### src/hw/rtl/sipq_pkg.sv
// ----------------------------------------------------------------------------
// sipq_pkg
// Shared types and constants of the sorted insert priority queue
// ----------------------------------------------------------------------------
package sipq_pkg;

    localparam int CAPACITY = 16;
    localparam int COUNT_W  = $clog2(CAPACITY + 1);
    localparam int IDX_W    = $clog2(CAPACITY);

    localparam int VALUE_W  = 32;
    localparam int PRIO_W   = 16;
    localparam int OCC_W    = 5;
    localparam int STATUS_W = 2;

    localparam int IN_TDATA_W  = 48;
    localparam int OUT_TDATA_W = 56;

    typedef enum logic [STATUS_W-1:0] {
        ST_INSERTED = 2'd0,
        ST_FULL     = 2'd1,
        ST_ELEMENT  = 2'd2,
        ST_EMPTY    = 2'd3
    } t_status;

    typedef enum logic {
        ACT_INSERT = 1'b0,
        ACT_DUMP   = 1'b1
    } t_action;

    typedef struct packed {
        logic latch;
        logic ins_go;
        logic dump_go;
    } t_cmd;

    typedef struct packed {
        t_action in_action;
        logic    out_free;
        logic    dump_last;
    } t_sts;

endpackage

### src/hw/rtl/sipq_ctrl.sv
// ----------------------------------------------------------------------------
// sipq_ctrl
// Request sequencing: accept, insert step, dump walk
// ----------------------------------------------------------------------------
module sipq_ctrl
    import sipq_pkg::*;
(
    input  logic i_clk,
    input  logic i_rst_n,
    input  logic i_s_tvalid,
    output logic o_s_tready,
    input  t_sts i_sts,
    output t_cmd o_cmd
);

    typedef enum logic [2:0] {
        S_IDLE = 3'b001,
        S_INS  = 3'b010,
        S_DUMP = 3'b100
    } t_state;

    t_state r_state;
    t_state n_state;

    always_comb begin
        n_state       = r_state;
        o_s_tready    = 1'b0;
        o_cmd         = '0;
        case (r_state)
            S_IDLE: begin
                o_s_tready = 1'b1;
                if (i_s_tvalid) begin
                    o_cmd.latch = 1'b1;
                    n_state     = (i_sts.in_action == ACT_DUMP) ? S_DUMP : S_INS;
                end
            end
            S_INS: begin
                if (i_sts.out_free) begin
                    o_cmd.ins_go = 1'b1;
                    n_state      = S_IDLE;
                end
            end
            S_DUMP: begin
                if (i_sts.out_free) begin
                    o_cmd.dump_go = 1'b1;
                    if (i_sts.dump_last) begin
                        n_state = S_IDLE;
                    end
                end
            end
            default: begin
                n_state = S_IDLE;
            end
        endcase
    end

    always_ff @(posedge i_clk) begin
        if (!i_rst_n) begin
            r_state <= S_IDLE;
        end else begin
            r_state <= n_state;
        end
    end

endmodule

### src/hw/rtl/sipq_dpath.sv
// ----------------------------------------------------------------------------
// sipq_dpath
// Sorted slot table with parallel compare-and-shift, dump index, output register
// ----------------------------------------------------------------------------
module sipq_dpath
    import sipq_pkg::*;
(
    input  logic                   i_clk,
    input  logic                   i_rst_n,
    input  logic [IN_TDATA_W-1:0]  i_s_tdata,
    input  logic                   i_s_tuser,
    input  t_cmd                   i_cmd,
    output t_sts                   o_sts,
    output logic                   o_m_tvalid,
    input  logic                   i_m_tready,
    output logic [OUT_TDATA_W-1:0] o_m_tdata,
    output logic [STATUS_W-1:0]    o_m_tuser,
    output logic                   o_m_tlast
);

    logic signed [VALUE_W-1:0] r_value [CAPACITY];
    logic signed [PRIO_W-1:0]  r_prio  [CAPACITY];
    logic signed [VALUE_W-1:0] n_value [CAPACITY];
    logic signed [PRIO_W-1:0]  n_prio  [CAPACITY];
    logic [CAPACITY-1:0]       w_lt;

    logic signed [VALUE_W-1:0] r_in_value;
    logic signed [PRIO_W-1:0]  r_in_prio;
    logic [COUNT_W-1:0]        r_count;
    logic [IDX_W-1:0]          r_idx;

    logic                      r_ov;
    t_status                   r_status;
    logic signed [VALUE_W-1:0] r_out_value;
    logic signed [PRIO_W-1:0]  r_out_prio;
    logic [OCC_W-1:0]          r_occ;
    logic                      r_last;

    logic w_full;
    logic w_empty;
    logic w_idx_last;
    logic w_out_free;

    assign w_full     = (r_count == COUNT_W'(CAPACITY));
    assign w_empty    = (r_count == '0);
    assign w_idx_last = ((COUNT_W'(r_idx) + COUNT_W'(1)) == r_count);
    assign w_out_free = !r_ov || i_m_tready;

    assign o_sts.in_action = t_action'(i_s_tuser);
    assign o_sts.out_free  = w_out_free;
    assign o_sts.dump_last = w_empty || w_idx_last;

    always_comb begin
        for (int i = 0; i < CAPACITY; i++) begin
            w_lt[i]    = (COUNT_W'(i) < r_count) && (r_in_prio < r_prio[i]);
            n_value[i] = r_value[i];
            n_prio[i]  = r_prio[i];
        end
        if (i_cmd.ins_go && !w_full) begin
            for (int i = 0; i < CAPACITY; i++) begin
                if (i > 0 && w_lt[(i > 0) ? i - 1 : 0]) begin
                    n_value[i] = r_value[(i > 0) ? i - 1 : 0];
                    n_prio[i]  = r_prio[(i > 0) ? i - 1 : 0];
                end else if (COUNT_W'(i) == r_count || w_lt[i]) begin
                    n_value[i] = r_in_value;
                    n_prio[i]  = r_in_prio;
                end
            end
        end
    end

    always_ff @(posedge i_clk) begin
        for (int i = 0; i < CAPACITY; i++) begin
            r_value[i] <= n_value[i];
            r_prio[i]  <= n_prio[i];
        end
        if (i_cmd.latch) begin
            r_in_value <= i_s_tdata[VALUE_W-1:0];
            r_in_prio  <= i_s_tdata[VALUE_W+PRIO_W-1:VALUE_W];
        end
    end

    always_ff @(posedge i_clk) begin
        if (!i_rst_n) begin
            r_count <= '0;
            r_idx   <= '0;
            r_ov    <= 1'b0;
        end else begin
            if (i_cmd.latch) begin
                r_idx <= '0;
            end else if (i_cmd.dump_go) begin
                r_idx <= r_idx + IDX_W'(1);
            end
            if (i_cmd.ins_go && !w_full) begin
                r_count <= r_count + COUNT_W'(1);
            end
            if (i_cmd.ins_go || i_cmd.dump_go) begin
                r_ov <= 1'b1;
            end else if (i_m_tready) begin
                r_ov <= 1'b0;
            end
        end
    end

    always_ff @(posedge i_clk) begin
        if (i_cmd.ins_go) begin
            r_status    <= w_full ? ST_FULL : ST_INSERTED;
            r_out_value <= '0;
            r_out_prio  <= '0;
            r_occ       <= w_full ? OCC_W'(r_count) : OCC_W'(r_count + COUNT_W'(1));
            r_last      <= 1'b1;
        end else if (i_cmd.dump_go) begin
            r_status    <= w_empty ? ST_EMPTY : ST_ELEMENT;
            r_out_value <= w_empty ? '0 : r_value[r_idx];
            r_out_prio  <= w_empty ? '0 : r_prio[r_idx];
            r_occ       <= OCC_W'(r_count);
            r_last      <= w_empty || w_idx_last;
        end
    end

    assign o_m_tvalid = r_ov;
    assign o_m_tuser  = r_status;
    assign o_m_tlast  = r_last;
    assign o_m_tdata  = {{(OUT_TDATA_W - VALUE_W - PRIO_W - OCC_W){1'b0}},
                         r_occ, r_out_prio, r_out_value};

endmodule

### src/hw/rtl/sorted_insert_priority_queue_unit.sv
// ----------------------------------------------------------------------------
// sorted_insert_priority_queue_unit
// Priority table of up to 16 (data, priority) entries kept in ascending order
// ----------------------------------------------------------------------------
// An insert request is first accepted, then every slot compares its priority
// with the new one and shifts up in parallel; it gives one result (inserted,
// or full when all 16 slots hold entries). A dump request gives one element
// per cycle while the output does not stall, out of the single output
// register, with tlast on the final one; an empty table gives one empty
// result. A stalled output with a result waiting holds the next step back.
// Equal priorities keep arrival order. A result may wait in the output
// register while the next request is accepted. There is no clearing pass
// after reset.
module sorted_insert_priority_queue_unit
    import sipq_pkg::*;
(
    input  logic                   i_clk,
    input  logic                   i_rst_n,
    input  logic                   s_tvalid,
    output logic                   s_tready,
    input  logic [IN_TDATA_W-1:0]  s_tdata,   // value, prio
    input  logic                   s_tuser,   // action
    output logic                   m_tvalid,
    input  logic                   m_tready,
    output logic [OUT_TDATA_W-1:0] m_tdata,   // out_value, out_prio, occupancy
    output logic [STATUS_W-1:0]    m_tuser,   // status
    output logic                   m_tlast
);

    t_cmd w_cmd;
    t_sts w_sts;

    sipq_ctrl u_ctrl (
        .i_clk      (i_clk),
        .i_rst_n    (i_rst_n),
        .i_s_tvalid (s_tvalid),
        .o_s_tready (s_tready),
        .i_sts      (w_sts),
        .o_cmd      (w_cmd)
    );

    sipq_dpath u_dpath (
        .i_clk      (i_clk),
        .i_rst_n    (i_rst_n),
        .i_s_tdata  (s_tdata),
        .i_s_tuser  (s_tuser),
        .i_cmd      (w_cmd),
        .o_sts      (w_sts),
        .o_m_tvalid (m_tvalid),
        .i_m_tready (m_tready),
        .o_m_tdata  (m_tdata),
        .o_m_tuser  (m_tuser),
        .o_m_tlast  (m_tlast)
    );

endmodule

### config.mk
export PLATFORM = sky130hd
export DESIGN_NAME = sorted_insert_priority_queue_unit
export DESIGN_NICKNAME = d
export VERILOG_FILES = /design/src/hw/rtl/sipq_pkg.sv /design/src/hw/rtl/sipq_ctrl.sv /design/src/hw/rtl/sipq_dpath.sv /design/src/hw/rtl/sorted_insert_priority_queue_unit.sv
export SDC_FILE = /design/constraint.sdc
export NUM_CORES = 1
export LEC_CHECK = 0
export BUFFER_PORTS_ARGS = -buffer_cell sky130_fd_sc_hd__clkbuf_2
export CAP_MARGIN = 20
export CORE_MARGIN = 1
export CORE_UTILIZATION = 55
export DETAILED_ROUTE_END_ITERATION = 6
export PLACE_DENSITY_LB_ADDON = 0.25
export RECOVER_POWER = 50
export SLEW_MARGIN = 20
export SYNTH_ARGS = -nofsm -noshare
export SYNTH_HDL_FRONTEND = slang
export SYNTH_SLANG_ARGS = --single-unit
### constraint.sdc
create_clock -name i_clk -period 14.53 [get_ports i_clk]
set_clock_uncertainty 0.2 [all_clocks]
set_input_delay 0 -clock i_clk [delete_from_list [all_inputs] [get_ports i_clk]]
set_output_delay 0 -clock i_clk [all_outputs]
set_load 0.01 [all_outputs]
# Yosys cells after proc, flatten, opt, wreduce, memory -nomap -nowiden
# Memory sizes are Yosys's and may differ from the RTL's. A register that Yosys moved wholly into a read port is not among the register bits.
# Index checks and enable logic that the tools add are counted.
[classes] magnitude_cmp=32 n_reduce_logical=44 mux=91 n_eq_ne=26 n_bitwise=1 add_sub_neg=3
[ops] operator="32-bit two-way mux" n=32
[ops] operator="16-bit two-way mux" n=32
[ops] operator="512-bit two-way mux" n=1
[ops] operator="16-bit less-than comparator" n=16
[ops] operator="256-bit two-way mux" n=1
[ops] operator="4-bit by 5-bit equality test with 1-bit output, first input constant" n=8
[ops] operator="4-bit by 5-bit less-than comparator with 1-bit output, first input constant" n=8
[ops] operator="3-bit by 5-bit equality test with 1-bit output, first input constant" n=4
[ops] operator="3-bit by 5-bit less-than comparator with 1-bit output, first input constant" n=4
[ops] operator="1-bit logical OR" n=19
[ops] operator="1-bit logical AND" n=17
[ops] operator="4-bit two-way mux" n=4
[ops] operator="3-bit two-way mux" n=5
[ops] operator="5-bit two-way mux" n=3
[ops] operator="2-bit by 5-bit equality test with 1-bit output, first input constant" n=2
[ops] operator="1-bit by 5-bit less-than comparator with 1-bit output, first input constant" n=2
[ops] operator="2-bit by 5-bit less-than comparator with 1-bit output, first input constant" n=2
[ops] operator="1-bit two-way mux" n=10
[ops] operator="3-bit case mux with 3 select lines" n=1
[ops] operator="2-bit by 1-bit != test with 1-bit output, second input constant" n=3
[ops] operator="4-bit by 1-bit adder with 5-bit output, second input constant" n=1
[ops] operator="5-bit by 1-bit adder with 5-bit output, second input constant" n=1
[ops] operator="1-bit by 5-bit equality test with 1-bit output, first input constant" n=1
[ops] operator="5-bit equality test" n=1
[ops] operator="other kinds (16)" n=19
[word_totals] ram_bits=768 word_cells=210 ff_bits=117 input_bits=53 n_memories=2
[memory_table] memory="u_dpath.r_value" depth=16 word_bits=32 read_ports=16 rd_ports_with_merged_regs=1 wr=16 line="sipq_dpath.sv:21" text="logic signed [VALUE_W-1:0] r_value [CAPACITY];"
[memory_table] memory="u_dpath.r_prio" depth=16 word_bits=16 read_ports=17 rd_ports_with_merged_regs=1 wr=16 line="sipq_dpath.sv:22" text="logic signed [PRIO_W-1:0] r_prio [CAPACITY];"

# Longest topological paths before layout
# Gate-level depths: netlist of run 1.
[logic_depth] depth_word=7 ltp_mapped=11 mapped_depth_nobuf=9

# Hierarchy
# Synthesis of run 1 repeated with hierarchy kept, for this count alone.
[hier_totals] cells_unflattened=3204 hier_area_um2=48137.4
[modules_own_cells] mod="sipq_dpath" cells_per_inst=3186 area_per_inst_um2=47951.0 instances=1 seq_area_each_um2=25974.9
[modules_own_cells] mod="sipq_ctrl" cells_per_inst=18 area_per_inst_um2=186.4 instances=1 seq_area_each_um2=60.1

# Worst setup path before layout of run 1
# No wires, ideal clock.
[synth_path] kind="register to register" start="register u_dpath.r_in_prio[7] (netlist name)" end="memory u_dpath.r_prio[10][0], enable pin" setup_time_ps=483 setup_slack_ps=8749 path_stages_with_launch=10 t_required_ps=13847 t_arrival_ps=5099 path_buffers=1 period_less_slack_ps=5781 cell_sequence="edfxtp_1 > ha_1 > and2_1 > a221oi_1 > o21ai_1 > a2111oi_2 > nand3b_1 > a22o_2 > buf_6 > a31oi_1"
[synth_rtl] item="end: declaration" line="sipq_dpath.sv:22"

==> results.sh, run 1 <==
export IMPL_drive_above_1_share_pct=33.1
export IMPL_post_route_util_pct=62.4
export IMPL_hp_class="input pin to register"
export IMPL_end_kind="register"
export IMPL_yosys_register_bits=889
export IMPL_place_port_buffers=110
export IMPL_row_count=108
export IMPL_use_met2_pct=52.1
export IMPL_setup_viol=0
export IMPL_antenna_found_initial=5
export IMPL_nNetsFinal=3724
export IMPL_cp_slowest_cell="clkbuf_1"
export IMPL_violations="max-capacitance violations, max-slew violations"
export IMPL_wire_per_inst_um=30.8
export IMPL_grt_max_degree=73
export IMPL_grtUsageMet3_pct=5.52
export IMPL_yosysUniqueCellTypes=70
export IMPL_synth_top_family_by_area="multiplexers"
export IMPL_clk_latency_ns=0.69
export IMPL_start_util_pct=55.7
export IMPL_synth_compound_area_share_pct=3.86
export IMPL_min_period_ns=8.99
export IMPL_cts_made_buffers=97
export IMPL_first_global_vias=32000
export IMPL_worstHoldStart="i_rst_n"
export IMPL_dp_cells=4375
export IMPL_synthCells=3254
export IMPL_cts_buffer_depth=3
export IMPL_overflow=0
export IMPL_path_cells="clkbuf_1 > ha_1 > nand4_1 > or3_1 > a211oi_1 > nor3_1 > mux2i_4 > clkbuf_1 > a21oi_1 > a21oi_4 > buf_4"
export IMPL_cts_htree_levels=3
export IMPL_cts_tree="done"
export IMPL_timing_rr_start="u_dpath.r_in_prio[15]$_DFFE_PP_"
export IMPL_mostFrequentLayoutCells="edfxtp_1, mux2_2, inv_1"
export IMPL_avgViaCountPerCell=6.60
export IMPL_syn2layout_area_growth_pct=11.9
export IMPL_worstSetupPathType="register to register"
export IMPL_synth_mux_area_share_pct=28.3
export IMPL_cp_common_cell="clkbuf_1"
export IMPL_rsz0062_at_grt="false"
export IMPL_ys_seq_area_share_pct=53.6
export IMPL_yosysWarnings=0
export IMPL_synthAdderAreaFrac_pct=6.29
export IMPL_status="finished, violations left"
export IMPL_wl_um=144000
export IMPL_fin_cells=4668
export IMPL_fp_coreArea_sq_mm=0.0872
export IMPL_fin_tns_setup_ns=0
export IMPL_vias=30800
export IMPL_synthFlopType="edfxtp_1"
export IMPL_die_h_um=299
export IMPL_cp_max_fo=49
export IMPL_synth_area_per_cell_sq_um=14.9
export IMPL_dr_first_iter_drc_count=3281
export IMPL_cp_start_kind="register"
export IMPL_min_period_over_period_pct=61.9
export IMPL_dpl_hpwl_um=87200
export IMPL_drc_errors=0
export IMPL_slowest_delay_ns=3.46
export IMPL_p_leak_nw=19.4
export IMPL_clk_root_buffer_cell="clkbuf_16"
export IMPL_ys_async_sr_fraction_pct=0
export IMPL_synth_edf_count=823
export IMPL_fmax_mhz=111
export IMPL_final_common_cell="edfxtp_1"
export IMPL_post_cts_setup_buffers=0
export IMPL_grt_pass1_wl_um=212000
export IMPL_top_usage_layer="met2"
export IMPL_worst_pin_slew_ns=5.53
export IMPL_cts_sinks=889
export IMPL_io_pins=114
export IMPL_slew_viol_final=1245
export IMPL_grt_usage_pct=32.3
export IMPL_clk_pin_slew_ns=0.06
export IMPL_drtPass1Iterations=7
export IMPL_critical_path_buf_inv_count=3
export IMPL_hold_viol=0
export IMPL_critical_path_top_delay_family="buffers and inverters"
export IMPL_required_ns=14.64
export IMPL_yosys_area_share_simple_pct=3.23
export IMPL_fp_dieW_um=299
export IMPL_gp_congestion=0.958
export IMPL_arrival_ns=9.10
export IMPL_ant_nets=0
export IMPL_dieArea_sq_mm=0.0895
export IMPL_critPathLaunch="u_dpath.r_in_prio[15]$_DFFE_PP_"
export IMPL_synth_area_sq_mm=0.0485
export IMPL_max_vdd_ir_drop_v=0.000106
export IMPL_synth_xor_area_share_pct=0.216
export IMPL_cap_violations=39
export IMPL_maxSlewHeadroom_pct=-269
export IMPL_use_met1_pct=43.2
export IMPL_power_density_mw_per_mm2=106
-- per-stage QoR --
step	hold slack, ns	power, W	area [sq um]	setup slack (ns)
2_1_floorplan	-0.101	0.00313	48600	8.75
3_3_place_gp	-0.0225	0.00322	50300	9.21
3_5_place_dp	-0.0214	0.00324	50400	9.23
4_1_cts	0.0523	0.00581	54700	9.23
5_1_grt	0.110	0.00593	54300	5.41
6_report	0.115	0.00578	54300	5.54
-- sequential cells by signal, indices dropped and copies added (netlist names), 2 cells and up, named ones only --
name	count
u_dpath.r_idx	4
u_dpath.r_prio	256
u_dpath.o_m_tuser	2
u_dpath.r_in_prio	16
u_dpath.r_out_prio	16
u_dpath.r_occ	5
u_dpath.r_value	512
u_ctrl.r_state	3
u_dpath.r_in_value	32
u_dpath.r_out_value	32
u_dpath.r_count	5
-- power by group --
group / internal (W) / switching, W
registers: 0.00282 / 0.0000318
clock network: 0.00149 / 0.00109
logic: 0.000183 / 0.000170
-- layout make-up --
cell class	instances	area [sq um]
fillers	6444	32800
flip-flops and latches	889	26100
multi-input cells	1859	20400
clock buffers	131	2770
repair buffers	278	1950
well taps	1155	1450
inverters	302	1130
clock inverters	52	547
diodes	2	5.00
-- worst reg2reg max path, cell delays in order, from the launching register on --
cell      delay, ns
edfxtp_1       0.32
clkbuf_1       1.34
ha_1           0.54
nand4_1        0.12
or3_1          0.18
a211oi_1       0.06
nor3_1         0.39
mux2i_4        0.31
clkbuf_1       3.46
a21oi_1        0.38
a21oi_4        0.75
buf_4          0.55
-- cells in the mapped netlist, types with 4 or more instances --
| cell type | number | area, sq um |
|---|---|---|
| o21a_1 | 9 | 67.6 |
| o2111ai_1 | 8 | 70.1 |
| nand3_1 | 22 | 110 |
| a21o_1 | 30 | 225 |
| nor4_1 | 5 | 31.3 |
| mux4_2 | 240 | 5410 |
| a21oi_1 | 80 | 400 |
| xnor2_1 | 10 | 87.6 |
| buf_2 | 64 | 320 |
| mux2_4 | 48 | 721 |
| mux2_1 | 8 | 90.1 |
| dfxtp_1 | 66 | 1320 |
| o21ai_0 | 57 | 285 |
| buf_6 | 19 | 214 |
| o21ai_1 | 35 | 175 |
| mux2_2 | 632 | 7120 |
| a2111oi_0 | 4 | 35.0 |
| buf_4 | 9 | 67.6 |
| nand2_1 | 120 | 450 |
| a31oi_1 | 23 | 144 |
| nand2b_1 | 24 | 150 |
| edfxtp_1 | 823 | 24700 |
| nor3b_1 | 4 | 30.0 |
| nand4_1 | 30 | 188 |
| and4_1 | 4 | 35.0 |
| and3_1 | 5 | 31.3 |
| buf_1 | 20 | 75.1 |
| nor3_1 | 11 | 55.1 |
| a211oi_1 | 12 | 90.1 |
| ha_1 | 244 | 3050 |
| nor2b_1 | 11 | 68.8 |
| mux2i_1 | 40 | 400 |
| inv_1 | 302 | 1130 |
| and2_1 | 11 | 68.8 |
| clkbuf_1 | 94 | 353 |
| nor2_1 | 74 | 278 |
-- cell families (layout without fill, tap and decap cells) --
group	count (synthesis)	count (layout)
mux	969	969
other cells	1	5
flops	889	889
xor+xnor	12	12
simple gates	331	331
compound gates	300	300
buf+inv	508	763
fa+ha+maj	244	244
-- metal layers --
metal / vias up / part of all wire (%)
li1: 12900 / -
met1: 16000 / 39
met2: 1624 / 48
met3: 340 / 8.5
met4: 4 / 4.6
met5: - / 0.015
-- worst paths after layout --
check / to / slack (ns) / cells after the start
hold reg to reg: u_dpath.r_out_value[4]$_SDFFE_PP0P_ / 0.24 / 2
setup / recovery: u_dpath.r_value[2][7]$_DFFE_PP_ / 5.54 / 11
setup reg to reg: u_dpath.r_value[2][7]$_DFFE_PP_ / 5.54 / 11
hold / removal: u_dpath.r_count[4]$_SDFFE_PN0P_ / 0.11 / 3
-- timing repair --
item                                   CTS  global route
endpoints found under the hold margin   70             0
gates resized for setup                  0             0
hold buffers                           106             0
(Power assumes the default switching activity.)
==> run 2: changes to the inputs <==
- clock period: 14.53 -> 7.4 ns (I/O delays scaled with it)
==> run 2 against run 1 <==
The run still ends with max-capacitance violations, max-slew violations left. Critical path depth decreased by 1. Clock power increased by 96%. Worst hold slack improved by 0.027 ns. Maximum frequency increased by 40%. Worst setup slack got worse by 4.5 ns. Utilization increased by 0.31 points. Register-to-register slack got worse by 4.5 ns. Wire length decreased by 0.80%. Final cell count about the same. Critical path type unchanged. Via count increased by 0.18%. Power increased by 96%. Largest cell class unchanged.
==> results.sh, run 2 (same netlist as run 1, synthesis figures left out) <==
export IMPL_cp_common_cell="clkbuf_1"
export IMPL_min_period_over_period_pct=86.5
export IMPL_placedInstanceArea_sq_mm=0.0505
export IMPL_critical_path_buf_inv_count=2
export IMPL_overflow=0
export IMPL_status="finished, violations left"
export IMPL_max_vdd_ir_drop_v=0.000160
export IMPL_fin_cells=4667
export IMPL_required_ns=7.64
export IMPL_hold_viol=0
export IMPL_largest_register_ffs=512
export IMPL_cp_start_kind="register"
export IMPL_wl_um=142000
export IMPL_cts_tree="done"
export IMPL_worstSetupPathType="register to register"
export IMPL_power_density_mw_per_mm2=208
export IMPL_end_kind="register"
export IMPL_slowest_delay_ns=1.82
export IMPL_cts_buffer_depth=3
export IMPL_dieArea_sq_mm=0.0895
export IMPL_gp_congestion=0.941
export IMPL_fillCellCount=6332
export IMPL_drive_above_1_share_pct=33.4
export IMPL_regMostFlops="u_dpath.r_value"
export IMPL_setup_viol=0
export IMPL_syn2layout_area_growth_pct=12.5
export IMPL_io_pins=114
export IMPL_clk_pin_slew_ns=0.06
export IMPL_grt_usage_pct=32.0
export IMPL_row_count=108
export IMPL_first_global_vias=31400
export IMPL_rsz0062_at_grt="false"
export IMPL_grtUsageMet3_pct=5.99
export IMPL_top_usage_layer="met2"
export IMPL_maxSlewHeadroom_pct=-93.6
export IMPL_arrival_ns=6.64
export IMPL_use_met2_pct=52.1
export IMPL_dr_first_iter_drc_count=3518
export IMPL_critical_path_top_delay_family="buffers and inverters"
export IMPL_worst_pin_slew_ns=2.89
export IMPL_cts_htree_levels=3
export IMPL_fp_dieW_um=299
export IMPL_p_leak_nw=19.6
export IMPL_drc_errors=0
export IMPL_clk_latency_ns=0.70
export IMPL_vias=30900
export IMPL_min_period_ns=6.40
export IMPL_wire_per_inst_um=30.5
export IMPL_reg_top3="u_dpath.r_value: 512 flops, u_dpath.r_prio: 256 flops"
export IMPL_mostFrequentLayoutCells="edfxtp_1, mux2_2, inv_1"
export IMPL_avgViaCountPerCell=6.61
export IMPL_die_h_um=299
export IMPL_fp_coreArea_sq_mm=0.0872
export IMPL_nNetsFinal=3726
export IMPL_slew_viol_final=417
export IMPL_cts_made_buffers=96
export IMPL_fin_tns_setup_ns=0
export IMPL_place_port_buffers=110
export IMPL_hp_class="input pin to register"
export IMPL_path_cells="clkbuf_1 > ha_1 > a211o_1 > a31oi_1 > nor4_1 > o21ai_0 > nand2_1 > mux2_1 > clkbuf_1 > mux2_2"
export IMPL_grt_max_degree=119
export IMPL_cp_slowest_cell="clkbuf_1"
export IMPL_start_util_pct=55.7
export IMPL_ant_nets=0
export IMPL_clk_root_buffer_cell="clkbuf_16"
export IMPL_fmax_mhz=156
export IMPL_dp_cells=4378
export IMPL_final_cell_area_sq_mm=0.0546
export IMPL_grt_pass1_wl_um=210000
export IMPL_dpl_hpwl_um=87400
export IMPL_total_power_w=0.0113
export IMPL_drtPass1Iterations=6
export IMPL_use_met1_pct=42.9
export IMPL_antenna_found_initial=2
export IMPL_final_common_cell="edfxtp_1"
export IMPL_violations="max-capacitance violations, max-slew violations"
export IMPL_cap_violations=13
export IMPL_cts_sinks=889
export IMPL_cp_max_fo=32
export IMPL_post_cts_setup_buffers=0
## run 2: metrics by stage
stage	hold WS (ns)	setup slack, ns	utilization [%]
finish	0.141	0.996	62.7
global route	0.130	0.893	62.7
CTS	0.0527	1.96	63.0
detailed placement	-0.0214	1.95	58.0
global placement	-0.0238	1.99	57.9
floorplan	-0.101	1.62	-
## run 2: tightest hold or removal path, stage by stage
cell,delay (ns)
dlygate4sd3_1,0.54
clkbuf_2,0.29
and2_0,0.17
## run 2: power breakdown
part           internal [W]  total (W)  switching [W]
registers           0.00554    0.00562      0.0000841
clock network       0.00294    0.00505        0.00211
logic              0.000359   0.000677       0.000317
## run 2: final cells by class
class	instances	area [sq um]	share of cell area (%)
multi-input combinational	1859	20500	37.6
timing repair buffer	281	2110	3.86
tap	1155	1450	2.65
clock buffer	145	2940	5.38
clock inverter	34	393	0.719
sequential	889	26100	47.7
inverter	302	1130	2.08
antenna	2	5.00	0.00916
## run 2: timing repair
action                    in CTS  in global routing
resized for setup              0                  0
hold endpoints to repair      89                  0
hold buffers                 107                  0
## run 2: path summary, 6_finish.rpt
kind | to | from | cells past startpoint | slack [ns]
hold / removal | u_dpath.o_m_tvalid$_SDFFE_PN0P_ | i_rst_n | 3 | 0.14
setup reg to reg | u_dpath.r_value[12][19]$_DFFE_PP_ | u_dpath.r_in_prio[3]$_DFFE_PP_ | 10 | 1.0
setup / recovery | u_dpath.r_value[12][19]$_DFFE_PP_ | u_dpath.r_in_prio[3]$_DFFE_PP_ | 10 | 1.0
hold reg to reg | u_dpath.r_out_value[21]$_SDFFE_PP0P_ | u_dpath.r_out_value[21]$_SDFFE_PP0P_ | 2 | 0.25
## run 2: routing by layer
metal / up-vias / part of all wire, % / wire [um]
li1: 12900 / - / -
met1: 16000 / 39 / 55300
met2: 1675 / 48 / 68600
met3: 332 / 8.8 / 12500
met4: 0 / 4.1 / 5890
met5: - / 0 / 0
